File: src/rtl/core/mpss_pkg.sv
// Package for the MQTT packet stream splitter.
// Holds opcodes, parser constants, state and route enums, and controller/datapath structs.
// No dependencies.
package mpss_pkg;

  // input opcodes
  localparam logic [1:0] OP_RX      = 2'd0;
  localparam logic [1:0] OP_RD_CTRL = 2'd1;
  localparam logic [1:0] OP_RD_PUB  = 2'd2;
  localparam logic [1:0] OP_RESTART = 2'd3;

  // fixed header
  localparam logic [3:0] PUBLISH_TYPE = 4'd3;
  localparam int         REM_W        = 28;
  localparam logic [1:0] LEN_LAST_IDX = 2'd3;

  // field widths
  localparam int COUNT_W = 7;
  localparam int AVAIL_W = 9;

  typedef enum logic [1:0] {
    ROUTE_PENDING = 2'd0,
    ROUTE_CTRL    = 2'd1,
    ROUTE_PUB     = 2'd2
  } route_t;

  typedef enum logic {
    ST_IDLE  = 1'b0,
    ST_BURST = 1'b1
  } state_t;

  // controller -> datapath
  typedef struct packed {
    logic rx_write;     // apply received byte
    logic restart;      // clear positions and parser
    logic burst_start;  // commit a read, load burst counters
    logic load_single;  // load the one-beat result
    logic issue;        // memory read of next byte
    logic move;         // memory data into output register
  } cmd_t;

  // datapath -> controller
  typedef struct packed {
    logic read_ok;      // request count valid and available
    logic out_free;     // output register can take a beat
    logic rvalid;       // memory data register holds a byte
    logic rlast;        // that byte is the last of the burst
    logic left_nz;      // bytes still to be issued
  } sts_t;

endpackage

File: src/rtl/core/mpss_ctrl.sv
// Controller state machine of the MQTT packet stream splitter.
// Decodes accepted beats and sequences read bursts; uses mpss_pkg.
module mpss_ctrl (
  input  logic            clk,
  input  logic            rst_n,
  input  logic            in_tvalid,
  input  logic [1:0]      opcode,
  output logic            in_tready,
  input  mpss_pkg::sts_t  sts,
  output mpss_pkg::cmd_t  cmd
);

  mpss_pkg::state_t state_r;
  mpss_pkg::state_t state_nxt;

  always_ff @(posedge clk) begin
    if (!rst_n) begin
      state_r <= mpss_pkg::ST_IDLE;
    end else begin
      state_r <= state_nxt;
    end
  end

  always_comb begin
    logic fire;
    logic move;
    state_nxt = state_r;
    cmd       = '0;
    in_tready = 1'b0;
    fire      = 1'b0;
    move      = 1'b0;
    case (state_r)
      mpss_pkg::ST_IDLE: begin
        in_tready = sts.out_free;
        fire      = in_tvalid && sts.out_free;
        if (fire) begin
          case (opcode)
            mpss_pkg::OP_RX: begin
              cmd.rx_write    = 1'b1;
              cmd.load_single = 1'b1;
            end
            mpss_pkg::OP_RESTART: begin
              cmd.restart     = 1'b1;
              cmd.load_single = 1'b1;
            end
            default: begin
              if (sts.read_ok) begin
                cmd.burst_start = 1'b1;
                state_nxt       = mpss_pkg::ST_BURST;
              end else begin
                cmd.load_single = 1'b1;
              end
            end
          endcase
        end
      end
      mpss_pkg::ST_BURST: begin
        move      = sts.rvalid && sts.out_free;
        cmd.move  = move;
        cmd.issue = sts.left_nz && (!sts.rvalid || move);
        if (move && sts.rlast) begin
          state_nxt = mpss_pkg::ST_IDLE;
        end
      end
      default: begin
        state_nxt = mpss_pkg::ST_IDLE;
      end
    endcase
  end

endmodule

File: config.mk
export PLATFORM = sky130hd
export DESIGN_NAME = mpss_ctrl
export DESIGN_NICKNAME = d
export VERILOG_FILES = /design/src/rtl/core/mpss_pkg.sv /design/src/rtl/core/mpss_ctrl.sv
export SDC_FILE = /design/constraint.sdc
export NUM_CORES = 1
export LEC_CHECK = 0
export BUFFER_PORTS_ARGS = -buffer_cell sky130_fd_sc_hd__buf_2
export CAP_MARGIN = 5
export CELL_PAD_IN_SITES_DETAIL_PLACEMENT = 0
export CELL_PAD_IN_SITES_GLOBAL_PLACEMENT = 1
export CORE_AREA = 2 2 39 41
export DETAILED_ROUTE_END_ITERATION = 7
export DIE_AREA = 0 0 41 43
export HOLD_SLACK_MARGIN = 0.08
export PLACE_DENSITY_LB_ADDON = 0.1
export SLEW_MARGIN = 5
export SYNTH_ARGS = -nofsm -noshare
export SYNTH_HDL_FRONTEND = slang
export SYNTH_SLANG_ARGS = --single-unit
File: constraint.sdc
create_clock -name clk -period 0.9 [get_ports clk]
set_input_delay 0.09 -clock clk [delete_from_list [all_inputs] [get_ports clk]]
set_output_delay 0.09 -clock clk [all_outputs]
set_load 0.01 [all_outputs]
==> run summary <==
==================================================================================
Initial DRC count ...................................................            0
Fin nets ............................................................           52
Max-Slew Margin vs Limit ............................................        0.911
Share of final-layout standard cells stronger than drive strength 1 .        0.605
Final standard cell area without fillers ............................      275 um2
CTS clk-pin slew, worst paths .......................................         0 ps
Data arrival time of the worst path .................................       800 ps
Fill count ..........................................................          159
Cell count of the worst reg-to-reg path .............................            3
Min-delay src .......................................................        rst_n
Unique cell type count in the Yosys netlist .........................           12
Actual slew at the worst max-slew pin ...............................       134 ps
Post-route worst setup slack ........................................      6.04 ps
Maximum fanout along the worst path .................................            4
Crit-path cells ..................................................... nand3b_1 -> a21oi_1 -> buf_2
Leakage .............................................................     0.168 nW
Number of buffers added on ports ....................................           16
Longest individual stage delay on the worst path ....................       320 ps
Area added between synthesis and finish .............................        96.4%
Number of top-level pins ............................................           17
DR vias .............................................................          197
Register bit count reported by yosys ................................            1
Kind of start point of the critical path ............................    flip-flop
Height of the chip ..................................................        43 um
Wire length of the first global-routing pass ........................       634 um
Final critical-path required period .................................       894 ps
Antenna diode instance count ........................................            0
Antenna Nets Post-Route .............................................            0
Synthesized net count ...............................................           32
Count of buffer and inverter cells on the critical path .............            1
Placer's final routability congestion estimate ......................        0.571
Worst setup path startpoint .........................................      state_r
Placed Cells ........................................................           53
Register with the most flip-flops ...................................      state_r
Maximum clock skew at final layout ..................................         0 ps
Number of antenna violations at the first check in global routing ...            0
Per-cell routed wire length .........................................      7.59 um
Pin count of the biggest net entering global routing ................            6
Final setup violating endpoints .....................................            0
GRT Resource Usage Total ............................................       0.0480
Overall die area ....................................................     1760 um2
Max-capacitance violation count .....................................            0
Starting Density ....................................................        0.101
Hold path cells .....................................................            3
Clk Latency, worst-skew pair ........................................         0 ps
Critical-path top delay cell ........................................ sky130_fd_sc_hd__dfxtp_2
Worst vdd rail ir drop ..............................................   0.000195 V
Worst setup EP type .................................................  output port
Post-layout instance count excluding filler cells ...................           54
Floorplan Core Area .................................................     1380 um2
Hold-fix buffers at CTS .............................................            0
Largest registers ranked by flip-flop count .........................   state_r x1
Total overflow reported by the global router ........................            0
Vias per std cell ...................................................         3.65
Power density over the cells ........................................   495 nW/um2
Achievable clock frequency ..........................................     1120 MHz
Final max-slew violation count ......................................            0
CP Data Required Time ...............................................       810 ps
Path class of the lowest-slack min-delay path ....................... primary input to flip-flop
Proportion of synthesized chip area in sequential cells .............        0.143
Vias in the first global route ......................................          161
Flip-flop count of the largest register, all copies and words added .            1
Worst slack at placement ............................................     -31.2 ps
Post-synthesis instance total .......................................           20
Status ..............................................................    completed
Synthesized area per cell ...........................................     7.01 um2
Setup repair after global routing missed its margin .................         true
Initial DRT Pass Iterations .........................................            1
Post-synth design cell area .........................................      140 um2
Total Wirelength ....................................................       410 um
Number of warnings reported in the yosys synthesis log ..............            0
Family of cells with the greatest summed delay on the critical path .   flip-flops
Placed instance area ................................................      248 um2
Flop2flop setup slack ...............................................        70 ps
Setup TNS ...........................................................         0 ps
Placement row count .................................................           14
Levels on crit path .................................................            3
Die X ...............................................................        41 um
Kind of critical path ............................................... flip-flop to output port
Part of the cycle the worst path needs ..............................        0.993
DRC .................................................................            0
RR Startpoint .......................................................      state_r
Final hold vios .....................................................            0
Worst Hold Slack ....................................................       379 ps
==================================================================================
==> per-stage QoR <==
step           total power, W   util
2_1_floorplan       0.0000830      -
3_3_place_gp         0.000125  0.179
3_5_place_dp         0.000126  0.179
4_1_cts              0.000136  0.194
5_1_grt              0.000149  0.199
6_report             0.000136  0.199
==> power breakdown <==
group | switching, W | internal, W
combinational | 0.0000399 | 0.0000466
clock | 0 | 0
sequential | 0.00000247 | 0.0000474
total | 0.0000423 | 0.0000940
==> synth_stat cells, drive strengths merged <==
master  n  area share
and3    4        0.19
nand3b  1       0.054
a21oi   2       0.071
o22ai   1       0.045
dfxtp   1        0.14
nor2    1       0.027
nand2   3       0.080
nor2b   1       0.098
ha      2        0.18
inv     3       0.080
nand3   1       0.036
==> cells by family after synthesis <==
group | Yosys count | synth area share
buffers and inverters | 3 | 0.0804
adders and majority gates | 2 | 0.179
AOI/OAI and AO/OA | 3 | 0.116
DFF | 1 | 0.143
and+or+nand+nor | 11 | 0.482
==> layout make-up <==
type / instances / area, um2 / area share
Sequential cell: 1 / 21.3 / 0.0773
Multi-Input combinational cell: 16 / 128 / 0.464
Inverter: 3 / 11.3 / 0.0409
Tap cell: 16 / 20.0 / 0.0727
Timing Repair Buffer: 18 / 95.1 / 0.345
==> worst paths after layout <==
kind | to
max | cmd[2]
min | state_r
max reg2reg | state_r
min reg2reg | state_r
==> placed cells by master (no fill, tap or decap), types with 2 or more instances in the layout <==
cell type | netlist | final
sky130_fd_sc_hd__a21oi_1 | 2 | 2
sky130_fd_sc_hd__and3_1 | 3 | 3
sky130_fd_sc_hd__buf_2 | 0 | 16
sky130_fd_sc_hd__buf_4 | 0 | 2
sky130_fd_sc_hd__inv_1 | 3 | 3
sky130_fd_sc_hd__nand2_1 | 3 | 3
==> worst register-to-register path: stages (launching register included) <==
cell and delay [ps]:
sky130_fd_sc_hd__dfxtp_2 320, sky130_fd_sc_hd__nand3b_1 200, sky130_fd_sc_hd__buf_4 160, sky130_fd_sc_hd__o22ai_2 70
==> routing by layer <==
metal	global-route usage	vias to the layer above	part of all wire
met1	0.0728	83	0.41
met2	0.0750	10	0.41
li1	-	104	-
met3	0.00524	0	0.18
met4	0	0	0
met5	0	-	0
==> what timing repair did <==
item | CTS | global route
endpoints found under the setup margin | 3 | 4
setup buffers | 1 | 0
resized for setup | 2 | 1
No activity file was read; power rests on OpenSTA's default activity.
